### config.mk
export PLATFORM = sky130hd
export DESIGN_NAME = video_ram_bank_mapper_unit
export DESIGN_NICKNAME = d
export VERILOG_FILES = /design/src/hdl/vrbm_pkg.sv /design/src/hdl/video_ram_bank_mapper_unit.sv /design/src/hdl/vrbm_decode.sv
export SDC_FILE = /design/constraint.sdc
export NUM_CORES = 1
export LEC_CHECK = 0
export ABC_AREA = 1
export BUFFER_PORTS_ARGS = -buffer_cell sky130_fd_sc_hd__buf_2
export CAP_MARGIN = 25
export CORE_MARGIN = 5
export CORE_UTILIZATION = 50
export DETAILED_ROUTE_END_ITERATION = 12
export GPL_TIMING_DRIVEN = 0
export PLACE_DENSITY = 0.85
export SYNTH_ARGS = -nofsm -noshare
export SYNTH_HDL_FRONTEND = slang
export SYNTH_SLANG_ARGS = --single-unit
export TNS_END_PERCENT = 100
### constraint.sdc
create_clock -name i_clk -period 3.6 [get_ports i_clk]
set_input_delay 0.18 -clock i_clk [delete_from_list [all_inputs] [get_ports i_clk]]
set_output_delay 0.18 -clock i_clk [all_outputs]
set_load 0.02 [all_outputs]
### src/hdl/vrbm_pkg.sv
// Shared constants, types and helper functions of the video RAM bank mapper.
package vrbm_pkg;

    // Address and block geometry
    localparam int ADDR_W      = 19;
    localparam int OFFS_W      = 17;
    localparam int NUM_BANKS   = 9;
    localparam int BANK_W      = 4;
    localparam int VIEW_W      = 4;
    localparam int CFG_AE_W    = 40;
    localparam int CFG_FI_W    = 32;
    localparam int BLOCK_BYTES = 16384;

    // Configuration register indexes
    localparam logic CFG_CTL_AE = 1'b0;
    localparam logic CFG_CTL_FI = 1'b1;

    // View codes
    localparam logic [VIEW_W-1:0] V_ABG   = 4'd0;
    localparam logic [VIEW_W-1:0] V_AOBJ  = 4'd1;
    localparam logic [VIEW_W-1:0] V_BBG   = 4'd2;
    localparam logic [VIEW_W-1:0] V_BOBJ  = 4'd3;
    localparam logic [VIEW_W-1:0] V_ABGX  = 4'd4;
    localparam logic [VIEW_W-1:0] V_BBGX  = 4'd5;
    localparam logic [VIEW_W-1:0] V_AOBJX = 4'd6;
    localparam logic [VIEW_W-1:0] V_BOBJX = 4'd7;
    localparam logic [VIEW_W-1:0] V_TEX   = 4'd8;
    localparam logic [VIEW_W-1:0] V_TPAL  = 4'd9;
    localparam logic [VIEW_W-1:0] V_ARM7  = 4'd10;

    // Bank indexes
    localparam logic [BANK_W-1:0] BK_A = 4'd0;
    localparam logic [BANK_W-1:0] BK_B = 4'd1;
    localparam logic [BANK_W-1:0] BK_C = 4'd2;
    localparam logic [BANK_W-1:0] BK_D = 4'd3;
    localparam logic [BANK_W-1:0] BK_E = 4'd4;
    localparam logic [BANK_W-1:0] BK_F = 4'd5;
    localparam logic [BANK_W-1:0] BK_G = 4'd6;
    localparam logic [BANK_W-1:0] BK_H = 4'd7;
    localparam logic [BANK_W-1:0] BK_I = 4'd8;

    // Address constants used by the mapping rules
    localparam logic [ADDR_W-1:0] SZ_8K   = 19'h02000;
    localparam logic [ADDR_W-1:0] SZ_16K  = 19'h04000;
    localparam logic [ADDR_W-1:0] SZ_32K  = 19'h08000;
    localparam logic [ADDR_W-1:0] SZ_48K  = 19'h0C000;
    localparam logic [ADDR_W-1:0] SZ_64K  = 19'h10000;
    localparam logic [ADDR_W-1:0] SZ_96K  = 19'h18000;
    localparam logic [ADDR_W-1:0] SZ_112K = 19'h1C000;
    localparam logic [ADDR_W-1:0] SZ_128K = 19'h20000;
    localparam logic [ADDR_W-1:0] SZ_256K = 19'h40000;
    localparam logic [ADDR_W-1:0] BLK_MASK = ADDR_W'(BLOCK_BYTES - 1);

    typedef logic [7:0] t_ctl;

    // Result of the decode for one word
    typedef struct packed {
        logic [NUM_BANKS-1:0] mask;
        logic [BANK_W-1:0]    first;
        logic [OFFS_W-1:0]    offset;
        logic                 single;
        logic [NUM_BANKS-1:0] lcdc;
    } t_map_res;

    // Per-bank hit and direct-mode flag
    typedef struct packed {
        logic hit;
        logic lcdc;
    } t_bank_res;

    // Wrap mask of a view; unknown views wrap to zero
    function automatic logic [ADDR_W-1:0] f_view_mask(input logic [VIEW_W-1:0] view);
        logic [ADDR_W-1:0] m;
        case (view)
            V_ABG, V_TEX:          m = 19'h7FFFF;
            V_AOBJ, V_ARM7:        m = SZ_256K - 19'd1;
            V_BBG, V_BOBJ, V_TPAL: m = SZ_128K - 19'd1;
            V_ABGX, V_BBGX:        m = SZ_32K - 19'd1;
            V_AOBJX, V_BOBJX:      m = SZ_8K - 19'd1;
            default:               m = '0;
        endcase
        return m;
    endfunction

    // Address mask of a bank's size
    function automatic logic [OFFS_W-1:0] f_bank_size_mask(input logic [BANK_W-1:0] bank);
        logic [OFFS_W-1:0] m;
        case (bank)
            BK_A, BK_B, BK_C, BK_D: m = 17'h1FFFF;
            BK_E:                   m = 17'h0FFFF;
            BK_H:                   m = 17'h07FFF;
            default:                m = 17'h03FFF;
        endcase
        return m;
    endfunction

    // Span length rounded up to whole blocks
    function automatic logic [ADDR_W-1:0] f_len_ru(input logic [ADDR_W-1:0] len);
        return (len + BLK_MASK) & ~BLK_MASK;
    endfunction

    // True when the wrapped span starting at base covers the aligned block address
    function automatic logic f_span(input logic               view_eq,
                                    input logic [ADDR_W-1:0] blk_addr,
                                    input logic [ADDR_W-1:0] vmask,
                                    input logic [ADDR_W-1:0] base,
                                    input logic [ADDR_W-1:0] len);
        logic [ADDR_W-1:0] span_dist;
        span_dist = (blk_addr - base) & vmask;
        return view_eq && (span_dist < f_len_ru(len));
    endfunction

endpackage

### src/hdl/video_ram_bank_mapper_unit.sv
// A word accepted into the input register passes through the combinational
// decode into the result register, which drives the outputs.
// One word per cycle while the output is not stalled; the decode is a single
// pass between the input register and the result register, and a stage
// moves when the one after it has room. Reset clears both stage valid flags
// and the bank control registers, so all banks start disabled.
// Top level of the video RAM bank mapper: config registers and pipeline.
module video_ram_bank_mapper_unit (
    input  logic                            i_clk,
    input  logic                            i_rst_n,
    // Configuration write port
    input  logic                            i_cfg_we,
    input  logic                            i_cfg_idx,
    input  logic [vrbm_pkg::CFG_AE_W-1:0]   i_cfg_data,
    // Input channel
    input  logic                            i_in_valid,
    output logic                            o_in_stall,
    input  logic [vrbm_pkg::VIEW_W-1:0]     i_view_select,
    input  logic [vrbm_pkg::ADDR_W-1:0]     i_byte_address,
    // Output channel
    output logic                            o_out_valid,
    input  logic                            i_out_stall,
    output logic [vrbm_pkg::NUM_BANKS-1:0]  o_bank_mask,
    output logic [vrbm_pkg::BANK_W-1:0]     o_first_bank,
    output logic [vrbm_pkg::OFFS_W-1:0]     o_bank_offset,
    output logic                            o_single_bank,
    output logic [vrbm_pkg::NUM_BANKS-1:0]  o_lcdc_banks
);

    logic [vrbm_pkg::CFG_AE_W-1:0]  r_ctl_ae;
    logic [vrbm_pkg::CFG_FI_W-1:0]  r_ctl_fi;
    logic                           r_s1_vld;
    logic [vrbm_pkg::VIEW_W-1:0]    r_view;
    logic [vrbm_pkg::ADDR_W-1:0]    r_addr;
    logic                           r_out_vld;
    vrbm_pkg::t_map_res             r_res;
    vrbm_pkg::t_map_res             n_res;
    vrbm_pkg::t_ctl                 ctl [vrbm_pkg::NUM_BANKS];
    logic                           out_load;
    logic                           in_acc;

    // Configuration registers
    always_ff @(posedge i_clk) begin
        if (!i_rst_n) begin
            r_ctl_ae <= '0;
            r_ctl_fi <= '0;
        end else if (i_cfg_we) begin
            case (i_cfg_idx)
                vrbm_pkg::CFG_CTL_AE: r_ctl_ae <= i_cfg_data;
                vrbm_pkg::CFG_CTL_FI: r_ctl_fi <= i_cfg_data[vrbm_pkg::CFG_FI_W-1:0];
                default: ;
            endcase
        end
    end

    // Split the control registers into one byte per bank
    always_comb begin
        for (int i = 0; i < 5; i++) begin
            ctl[i] = r_ctl_ae[8*i +: 8];
        end
        for (int i = 0; i < 4; i++) begin
            ctl[5+i] = r_ctl_fi[8*i +: 8];
        end
    end

    // Pipeline flow control: a stage moves when the one after it has room
    assign out_load   = !r_out_vld || !i_out_stall;
    assign o_in_stall = r_s1_vld && !out_load;
    assign in_acc     = i_in_valid && !o_in_stall;

    // Input register stage
    always_ff @(posedge i_clk) begin
        if (!i_rst_n) begin
            r_s1_vld <= 1'b0;
        end else if (!o_in_stall) begin
            r_s1_vld <= i_in_valid;
        end
    end

    always_ff @(posedge i_clk) begin
        if (in_acc) begin
            r_view <= i_view_select;
            r_addr <= i_byte_address;
        end
    end

    // Bank decode
    vrbm_decode u_decode (
        .i_view (r_view),
        .i_addr (r_addr),
        .i_ctl  (ctl),
        .o_res  (n_res)
    );

    // Result register stage
    always_ff @(posedge i_clk) begin
        if (!i_rst_n) begin
            r_out_vld <= 1'b0;
        end else if (out_load) begin
            r_out_vld <= r_s1_vld;
        end
    end

    always_ff @(posedge i_clk) begin
        if (out_load && r_s1_vld) begin
            r_res <= n_res;
        end
    end

    assign o_out_valid   = r_out_vld;
    assign o_bank_mask   = r_res.mask;
    assign o_first_bank  = r_res.first;
    assign o_bank_offset = r_res.offset;
    assign o_single_bank = r_res.single;
    assign o_lcdc_banks  = r_res.lcdc;

    // The first bank is always a real bank index
    a_first_range: assert property (@(posedge i_clk) disable iff (!i_rst_n)
        o_out_valid |-> (o_first_bank <= vrbm_pkg::BK_I))
        else $error("first bank index out of range");

    // A single-bank result names exactly the first bank
    a_single_first: assert property (@(posedge i_clk) disable iff (!i_rst_n)
        (o_out_valid && o_single_bank) |->
            (o_bank_mask == (vrbm_pkg::NUM_BANKS'(1) << o_first_bank)))
        else $error("single bank flag disagrees with first bank");

    // An unmapped block reports zero bank and zero offset
    a_empty_zero: assert property (@(posedge i_clk) disable iff (!i_rst_n)
        (o_out_valid && (o_bank_mask == '0)) |->
            (o_first_bank == '0 && o_bank_offset == '0 && !o_single_bank))
        else $error("unmapped result carries nonzero fields");

    // The input side only stalls while the result stage is held
    a_stall_cause: assert property (@(posedge i_clk) disable iff (!i_rst_n)
        o_in_stall |-> (r_s1_vld && o_out_valid && i_out_stall))
        else $error("input stalled without a held result");

endmodule

### src/hdl/vrbm_decode.sv
// Combinational bank decode: bank mask, first bank, offset and direct-mode set.
module vrbm_decode (
    input  logic [vrbm_pkg::VIEW_W-1:0]   i_view,
    input  logic [vrbm_pkg::ADDR_W-1:0]   i_addr,
    input  vrbm_pkg::t_ctl                i_ctl [vrbm_pkg::NUM_BANKS],
    output vrbm_pkg::t_map_res            o_res
);

    // Mapping rules of one bank for the current view and block
    function automatic vrbm_pkg::t_bank_res f_bank(
        input logic [vrbm_pkg::BANK_W-1:0] bank,
        input vrbm_pkg::t_ctl              cnt,
        input logic [vrbm_pkg::VIEW_W-1:0] view,
        input logic [vrbm_pkg::ADDR_W-1:0] ba,
        input logic [vrbm_pkg::ADDR_W-1:0] vm
    );
        vrbm_pkg::t_bank_res r;
        logic [2:0]                    mst;
        logic [1:0]                    ofs;
        logic [vrbm_pkg::ADDR_W-1:0]   b128;
        logic [vrbm_pkg::ADDR_W-1:0]   b128l;
        logic [vrbm_pkg::ADDR_W-1:0]   o;
        logic [vrbm_pkg::ADDR_W-1:0]   o16;
        logic v_abg, v_aobj, v_bbg, v_bobj, v_abgx, v_bbgx;
        logic v_aobjx, v_bobjx, v_tex, v_tpal, v_arm7;
        mst   = cnt[2:0];
        ofs   = cnt[4:3];
        b128  = vrbm_pkg::ADDR_W'(ofs) << 17;
        b128l = vrbm_pkg::ADDR_W'(ofs[0]) << 17;
        o16   = ofs[0] ? vrbm_pkg::SZ_16K : '0;
        o     = o16 | (ofs[1] ? vrbm_pkg::SZ_64K : '0);
        v_abg   = (view == vrbm_pkg::V_ABG);
        v_aobj  = (view == vrbm_pkg::V_AOBJ);
        v_bbg   = (view == vrbm_pkg::V_BBG);
        v_bobj  = (view == vrbm_pkg::V_BOBJ);
        v_abgx  = (view == vrbm_pkg::V_ABGX);
        v_bbgx  = (view == vrbm_pkg::V_BBGX);
        v_aobjx = (view == vrbm_pkg::V_AOBJX);
        v_bobjx = (view == vrbm_pkg::V_BOBJX);
        v_tex   = (view == vrbm_pkg::V_TEX);
        v_tpal  = (view == vrbm_pkg::V_TPAL);
        v_arm7  = (view == vrbm_pkg::V_ARM7);
        r = '0;
        case (bank)
            vrbm_pkg::BK_A, vrbm_pkg::BK_B: begin
                case (mst[1:0])
                    2'd0: r.lcdc = 1'b1;
                    2'd1: r.hit = vrbm_pkg::f_span(v_abg, ba, vm, b128, vrbm_pkg::SZ_128K);
                    2'd2: r.hit = vrbm_pkg::f_span(v_aobj, ba, vm, b128l, vrbm_pkg::SZ_128K);
                    default: r.hit = vrbm_pkg::f_span(v_tex, ba, vm, b128, vrbm_pkg::SZ_128K);
                endcase
            end
            vrbm_pkg::BK_C, vrbm_pkg::BK_D: begin
                case (mst)
                    3'd0: r.lcdc = 1'b1;
                    3'd1: r.hit = vrbm_pkg::f_span(v_abg, ba, vm, b128, vrbm_pkg::SZ_128K);
                    3'd2: r.hit = vrbm_pkg::f_span(v_arm7, ba, vm, b128l, vrbm_pkg::SZ_128K);
                    3'd3: r.hit = vrbm_pkg::f_span(v_tex, ba, vm, b128, vrbm_pkg::SZ_128K);
                    3'd4: r.hit = vrbm_pkg::f_span((bank == vrbm_pkg::BK_C) ? v_bbg : v_bobj,
                                                   ba, vm, '0, vrbm_pkg::SZ_128K);
                    default: r.hit = 1'b0;
                endcase
            end
            vrbm_pkg::BK_E: begin
                case (mst)
                    3'd0: r.lcdc = 1'b1;
                    3'd1: r.hit = vrbm_pkg::f_span(v_abg, ba, vm, '0, vrbm_pkg::SZ_64K);
                    3'd2: r.hit = vrbm_pkg::f_span(v_aobj, ba, vm, '0, vrbm_pkg::SZ_64K);
                    3'd3: r.hit = vrbm_pkg::f_span(v_tpal, ba, vm, '0, vrbm_pkg::SZ_64K);
                    3'd4: r.hit = vrbm_pkg::f_span(v_abgx, ba, vm, '0, vrbm_pkg::SZ_32K);
                    default: r.hit = 1'b0;
                endcase
            end
            vrbm_pkg::BK_F, vrbm_pkg::BK_G: begin
                case (mst)
                    3'd0: r.lcdc = 1'b1;
                    3'd1: r.hit = vrbm_pkg::f_span(v_abg, ba, vm, o, vrbm_pkg::SZ_16K) ||
                                  vrbm_pkg::f_span(v_abg, ba, vm, o + vrbm_pkg::SZ_32K,
                                                   vrbm_pkg::SZ_16K);
                    3'd2: r.hit = vrbm_pkg::f_span(v_aobj, ba, vm, o, vrbm_pkg::SZ_16K) ||
                                  vrbm_pkg::f_span(v_aobj, ba, vm, o + vrbm_pkg::SZ_32K,
                                                   vrbm_pkg::SZ_16K);
                    3'd3: r.hit = vrbm_pkg::f_span(v_tpal, ba, vm, o, vrbm_pkg::SZ_16K);
                    3'd4: r.hit = vrbm_pkg::f_span(v_abgx, ba, vm, o16, vrbm_pkg::SZ_16K);
                    3'd5: r.hit = vrbm_pkg::f_span(v_aobjx, ba, vm, '0, vrbm_pkg::SZ_8K);
                    default: r.hit = 1'b0;
                endcase
            end
            vrbm_pkg::BK_H: begin
                case (mst[1:0])
                    2'd0: r.lcdc = 1'b1;
                    2'd1: r.hit = vrbm_pkg::f_span(v_bbg, ba, vm, '0, vrbm_pkg::SZ_32K) ||
                                  vrbm_pkg::f_span(v_bbg, ba, vm, vrbm_pkg::SZ_64K,
                                                   vrbm_pkg::SZ_32K);
                    2'd2: r.hit = vrbm_pkg::f_span(v_bbgx, ba, vm, '0, vrbm_pkg::SZ_32K);
                    default: r.hit = 1'b0;
                endcase
            end
            default: begin
                case (mst[1:0])
                    2'd0: r.lcdc = 1'b1;
                    2'd1: r.hit =
                        vrbm_pkg::f_span(v_bbg, ba, vm, vrbm_pkg::SZ_32K, vrbm_pkg::SZ_16K) ||
                        vrbm_pkg::f_span(v_bbg, ba, vm, vrbm_pkg::SZ_48K, vrbm_pkg::SZ_16K) ||
                        vrbm_pkg::f_span(v_bbg, ba, vm, vrbm_pkg::SZ_96K, vrbm_pkg::SZ_16K) ||
                        vrbm_pkg::f_span(v_bbg, ba, vm, vrbm_pkg::SZ_112K, vrbm_pkg::SZ_16K);
                    2'd2: r.hit = vrbm_pkg::f_span(v_bobj, ba, vm, '0, vrbm_pkg::SZ_128K);
                    default: r.hit = vrbm_pkg::f_span(v_bobjx, ba, vm, '0, vrbm_pkg::SZ_8K);
                endcase
            end
        endcase
        return r;
    endfunction

    logic [vrbm_pkg::ADDR_W-1:0]    vmask;
    logic [vrbm_pkg::ADDR_W-1:0]    addr_w;
    logic [vrbm_pkg::ADDR_W-1:0]    blk_addr;
    logic [vrbm_pkg::NUM_BANKS-1:0] mask;
    logic [vrbm_pkg::NUM_BANKS-1:0] lcdc;
    logic [vrbm_pkg::BANK_W-1:0]    first;
    vrbm_pkg::t_bank_res            bres [vrbm_pkg::NUM_BANKS];

    // Wrap the address to the view and align it to its block
    assign vmask    = vrbm_pkg::f_view_mask(i_view);
    assign addr_w   = i_addr & vmask;
    assign blk_addr = addr_w & ~vrbm_pkg::BLK_MASK;

    // Apply each enabled bank's rules in parallel
    always_comb begin
        for (int i = 0; i < vrbm_pkg::NUM_BANKS; i++) begin
            bres[i] = f_bank(vrbm_pkg::BANK_W'(i), i_ctl[i], i_view, blk_addr, vmask);
            mask[i] = i_ctl[i][7] & bres[i].hit;
            lcdc[i] = i_ctl[i][7] & bres[i].lcdc;
        end
    end

    // Lowest mapped bank
    always_comb begin
        first = '0;
        for (int i = vrbm_pkg::NUM_BANKS - 1; i >= 0; i--) begin
            if (mask[i]) begin
                first = vrbm_pkg::BANK_W'(i);
            end
        end
    end

    // Assemble the result word
    always_comb begin
        o_res.mask   = mask;
        o_res.first  = first;
        o_res.offset = (mask != '0) ?
                       (addr_w[vrbm_pkg::OFFS_W-1:0] & vrbm_pkg::f_bank_size_mask(first)) : '0;
        o_res.single = (mask != '0) && ((mask & (mask - 9'd1)) == '0);
        o_res.lcdc   = lcdc;
    end

endmodule
### After elaboration in Yosys (flattened, before gate mapping)

Memory sizes are Yosys's and may differ from the RTL's. A register that Yosys moved wholly into a read port is not among the register bits.
Cells that the tools add are included.

| operators by class | value |
|---|---|
| $lt $le $gt $ge | 23 |
| equal/unequal tests | 45 |
| bitwise gates (word level) | 44 |
| mux-type cells | 33 |
| reduce and logical (&&, ||, !) cells | 72 |
| add/sub/neg operators | 22 |

Operators by type and width:

| operator | number |
|---|---|
| 19-bit AND | 21 |
| 19-bit by 15-bit less-than comparator with 1-bit output (second input constant) | 11 |
| 19-bit subtractor | 10 |
| 19-bit by 18-bit less-than comparator with 1-bit output (second input constant) | 9 |
| 19-bit by 18-bit subtractor with 19-bit output | 4 |
| 19-bit by 17-bit subtractor with 19-bit output (second input constant) | 3 |
| 17-bit one-hot mux with 3 select lines | 1 |
| 1-bit logical AND | 43 |
| 4-bit 2-to-1 mux | 10 |
| 19-bit by 16-bit adder with 19-bit output (second input constant) | 2 |
| 19-bit by 16-bit less-than comparator with 1-bit output (second input constant) | 2 |
| 19-bit bitwise OR | 2 |
| 19-bit by 16-bit subtractor with 19-bit output (second input constant) | 2 |
| 17-bit 2-to-1 mux | 2 |
| 3-bit by 2-bit == test with 1-bit output (second input constant) | 10 |
| 15-bit 2-to-1 mux | 2 |
| 4-bit by 3-bit == test with 1-bit output (second input constant) | 6 |
| 3-bit == test (second input constant) | 7 |
| 19-bit by 17-bit less-than comparator with 1-bit output (second input constant) | 1 |
| 1-bit AND | 18 |
| 17-bit AND | 1 |
| 4-bit by 2-bit == test with 1-bit output (second input constant) | 4 |
| 3-bit by 1-bit == test with 1-bit output (second input constant) | 5 |
| 3-bit logical NOT | 5 |
| 20 further kinds | 58 |

| storage, ports and cells | value |
|---|---|
| memories | 1 |
| logic and storage cells | 251 |
| register bits | 137 |
| output and inout bits | 42 |
| bits in read-only memories | 304 |

Memories:

| memory | depth | bits a word | read ports | clocked after Yosys merged registers in | wr ports | line | text |
|---|---|---|---|---|---|---|---|
| (no name shown) | 16 | 19 | 1 | 1 | 0 | vrbm_pkg.sv:74 | `case (view)` |

### Logic depth before layout (Yosys ltp)

| logic depth | value |
|---|---|
| word-level depth | 23 |
| gate-level depth with buffers | 26 |

### Cells and area by module

A second synthesis with hierarchy kept.

| unflattened totals | value |
|---|---|
| cell total of the unflattened synthesis | 931 |
| area total of the unflattened synthesis | 7,190.6 sq um |

By module, submodules not included:

| module | area an instance (sq um) | times used | sequential area each (sq um) | cells each |
|---|---|---|---|---|
| video_ram_bank_mapper_unit | 4,889.7 | 1 | 3,373.2 | 479 |
| vrbm_decode | 2,301.0 | 1 | 0.0 | 452 |

### Least setup slack after synthesis

No wires, ideal clock.

| timing | value |
|---|---|
| path kind | flip-flop to flip-flop |
| start point | reg r_addr[14] (netlist name) |
| end point | reg r_res (netlist bit o_bank_offset[10]), data pin |
| setup slack | 0.717 ns |
| stages on the path, launching flop included | 23 |
| arrival time | 2.635 ns |
| period minus slack after synthesis | 2.883 ns |
| required time | 3.353 ns |
| path buffers | 1 |
| cell sequence | edfxtp_1 > nand2_1 > inv_1 > ha_1 > inv_1 > fa_1 > o21ai_0 > a21oi_1 > nor2_1 > a21oi_1 > nand3_1 > nand2_1 > nand2_1 > nand2_1 > nand2_1 > nand2_2 > nor2_8 > nand3_4 > nand2_4 > inv_4 > buf_12 > nand2_4 > inv_2 |

| between the ends | value |
|---|---|
| cells in the longest elaborated chain, start to end | 11 |
| elaborated cells on any way between the ends | 129 |
| classes of those cells | 19 x add/sub; 23 x order compare; 9 x mux; 30 x bitwise; 48 x reduce/logical |

RTL lines:

| what | line | text |
|---|---|---|
| start, declared | video_ram_bank_mapper_unit.sv:34 | `logic [vrbm_pkg::ADDR_W-1:0] r_addr;` |
| start signal, assigned | video_ram_bank_mapper_unit.sv:83 | `r_addr <= i_byte_address;` |
| 19-bit AND (*) | vrbm_decode.sv:125 | `assign addr_w = i_addr & vmask;` |
| 19-bit by 16-bit subtractor with 19-bit output | - |  |
| 19-bit AND | - |  |
| 19-bit by 15-bit less-than comparator with 1-bit output | - |  |
| 1-bit logical AND | - |  |
| 1-bit logical OR (3 in a row) | - |  |
| 1-bit one-hot mux with 3 select lines | vrbm_decode.sv:100 | `case (mst[1:0])` |
| 1-bit AND | vrbm_decode.sv:132 | `mask[i] = i_ctl[i][7] & bres[i].hit;` |
| 9-bit nonzero test (*) | vrbm_decode.sv:151 | `o_res.offset = (mask != '0) ?` |
| end signal, assigned | video_ram_bank_mapper_unit.sv:106 | `r_res <= n_res;` |
| end, declared | video_ram_bank_mapper_unit.sv:36 | `vrbm_pkg::t_map_res r_res;` |

Mark *: on every way between the ends. The rest lies on a longest branch, timed or not.
A chain may end at the register's enable or synchronous reset.

### Worst setup path after layout

| timing | value |
|---|---|
| start point | reg u_decode.vmask[14] (netlist name) |
| end point | reg r_res (netlist bit o_bank_offset[8]), data pin |

| between the ends | value |
|---|---|
| cells in the longest elaborated chain, start to end | 11 |
| elaborated cells on any way between the ends | 129 |
| classes of those cells | 19 x add/sub; 23 x order compare; 9 x mux; 30 x bitwise; 48 x reduce/logical |

RTL lines:

| what | line |
|---|---|
| 19-bit AND | vrbm_decode.sv:125 |
| 19-bit by 16-bit subtractor with 19-bit output | - |
| 19-bit AND | - |
| 19-bit by 15-bit less-than comparator with 1-bit output | - |
| 1-bit logical AND | - |
| 1-bit logical OR (3 in a row) | - |
| 1-bit one-hot mux with 3 select lines | vrbm_decode.sv:100 |
| 1-bit AND | vrbm_decode.sv:132 |
| 9-bit nonzero test (*) | vrbm_decode.sv:151 |

Marked as above.

==> run metrics <==
outcome=complete, no violations; Starting Density=51.1%; fraction of registers with async set/reset=0%; commonest non-fill, non-tap cells in the layout=nand2_1, buf_2, inv_1; nets=981; Core Region=12000 sq um; Setup crit end kind=register; Avg WL per Cell=16.0 microns; first-pass GRT wire length=27300 microns; Max Fanout on Critical Path=10; register bit total from synthesis=114; reg2reg end=o_bank_offset[8]; post-route ant nets=0; CP Launch Point=u_decode.vmask[14]; clock root cell=clkbuf_16; Placement Rows=40; simple-gate portion of the synthesized area=24.5%; Arr. time, crit path=3470 ps; Avg Cell Area, Syn=8.34 sq um; Via density=5.46; Final period util=91.7%; crit path to=o_bank_offset[8]; Yosys warning count=0; Total GRT Usage=23.7%; Seq/Total Area, Yosys=47.4%; DRC=0; dominant cells by area after synthesis=edfxtp_1, dfxtp_1, nand2_1, inv_1, o21ai_0; critical path startpoint category=register; Max-Cap Viols=0; fin. max-slew vios=0; Iteration-0 DRC Markers=638; TritonCTS Buffers=17; antenna violations before repair=0; Compound-Gate Fraction of Synth Area=12.4%; clock skew=5.57 ps; Worst EP required=3770 ps; # placed instances=982; final cell count without fillers=1042; Max Clk Rate=303 MHz; path depth of the worst reg2reg path=22; R2R Path Start=u_decode.vmask[14]; IO Count=111; GRT overflow=0; Synth Flop Type=edfxtp_1; detailed placement HPWL=11500 microns; Cells after Synth=736; RePlAce Congestion=0.978; Clk Latency, worst-skew pair=410 ps; layout cell share with drive strength beyond 1=20.9%; Yosys top cell area share=30.8%; leakage=3.74 nW; minimum clock period=3300 ps; Net Count, Synth=835; die area=14600 sq um; CP Class=register to register; WHS=5.84 ps; reg-to-reg slack, setup=300 ps; diode count=0; Worst Hold Path Cells=3; commonest non-fill, non-tap cell in the layout=nand2_1; Setup violations, final=0; mux share of post-synthesis cell area=0%; Synth Area in XOR/XNOR=0.856%; largest family of logic cells by synthesized area=simple AND/OR/NAND/NOR gates; H-Tree Depth=4; Post-CTS Setup Inserts=0; synth unique cells=51; Worst-path clk slew=50 ps; Synth area leader=edfxtp_1; vias in the first global route=5612; worst min path class=primary input to register; Port Buffer Count=98; total number of vias=5686; number of synthesized flops with an enable pin=63; Die W=121 microns; Die H=121 microns; CTS tree=built; clk buf depth=2; clock sink total=114; slew at the pin with the worst max-slew slack=923 ps; Adder-Cell Fraction of Synth Area=6.36%; final wirelength=16700 microns; RSZ-0062 raised after global routing=no; Final Hold Viols=0; Max-slew headroom=38.4%; Pwr Density=488 nW/um^2; pin count of the biggest net entering global routing=33; synth-to-layout area growth=26.0%; drt first pass iters=5; setup_tns=0 ps; VDD IR max=420 uV; Mapped Area=6140 sq um
## logic make-up after synthesis
family          Yosys count
flops                   114
compound gates          139
xor+xnor                  6
buf+inv                 130
simple gates            317
fa+ha+maj                30
## registers in the layout (all words and copies together), names as in the netlist
signal	cells
u_decode.vmask	5
r_addr	19
r_ctl_ae	26
o_out_valid	1
o_first_bank	4
o_bank_offset	17
r_ctl_fi	18
r_view	4
o_lcdc_banks	9
r_s1_vld	1
o_single_bank	1
o_bank_mask	9
## where the power goes
part	internal (mW)	switching (mW)	total (mW)
registers	1.46	0.0585	1.52
logic	0.195	0.338	0.533
clock network	1.15	0.581	1.73
## how the worst min path moves through the flow
stage	from	to	slack, ps
2_1_floorplan	i_byte_address[0]	r_addr[0]	280
3_3_place_gp	i_byte_address[5]	r_addr[5]	360
3_5_place_dp	i_byte_address[11]	r_addr[11]	360
4_1_cts	i_cfg_data[31]	r_ctl_ae[31]	3
5_1_grt	i_cfg_data[3]	r_ctl_ae[3]	20
6_report	i_cfg_data[26]	r_ctl_ae[26]	6
## area by class of cell
| class | count | area, sq um |
|---|---|---|
| buffer | 15 | 81.3 |
| clock buffer | 20 | 437 |
| fill | 953 | 4280 |
| inverter | 115 | 442 |
| tap | 147 | 184 |
| timing repair buffer | 127 | 791 |
| multi-input combinational | 492 | 2730 |
| sequential | 114 | 2910 |
| clock inverter | 12 | 164 |
## worst max-delay path, cell delays in order (launching register included)
cell and delay [ps]:
dfxtp_1 480, nand2_2 180, inv_4 160, ha_1 280
inv_1 110, fa_1 420, o21ai_0 90, a21oi_1 60
nor2_1 90, a21oi_1 50, nand3_1 90, nand2_1 50
nand2_1 50, nand2_1 70, nand2_1 100, nand2_2 100
nor2_8 130, nand3_4 140, nand2_4 110, inv_4 40
buf_12 150, nand2_4 60, inv_2 30
## through the flow
stage | util, % | total power [mW] | setup slack (ps) | instance area, sq um
6_report | 64.4 | 3.78 | 299 | 7740
5_1_grt | 64.4 | 3.92 | 88.8 | 7740
4_1_cts | 64.3 | 3.77 | 114 | 7730
3_5_place_dp | 57.0 | 2.03 | 113 | 6850
3_3_place_gp | 56.7 | 2.01 | 139 | 6810
2_1_floorplan | - | 1.87 | 717 | 6140
## cell usage after synthesis, types with 2 or more instances
cell type  number
nor3b_1         2
fa_1            2
a21oi_1        42
clkbuf_1        9
nor2_1         88
o2111ai_1       4
inv_2          14
xor2_1          3
nand2_1       134
nor2_4          2
buf_1           2
nand3_2         3
buf_4           2
o21ai_0        72
nor3_1         12
dfxtp_1        51
o21ai_1         7
ha_1           28
nand4_1         6
edfxtp_1       63
nand2_2        10
xnor2_1         3
o211ai_1        3
nand3_1        35
inv_1          98
nand2_4        16
## layer usage
metal / GRT usage [%] / part of all wire, % / vias up
met5: 0 / 0 / -
met4: 10.3 / 2.9 / 0
met3: 6.50 / 9.7 / 52
met2: 38.2 / 47 / 307
met1: 30.0 / 40 / 2605
li1: - / - / 2722
## repair_timing
action	CTS	global route
endpoints found under the setup margin	0	13
hold buffers	28	0
gates resized for setup	0	4
hold endpoints to repair	28	0
No activity file was read; power rests on OpenSTA's default activity.
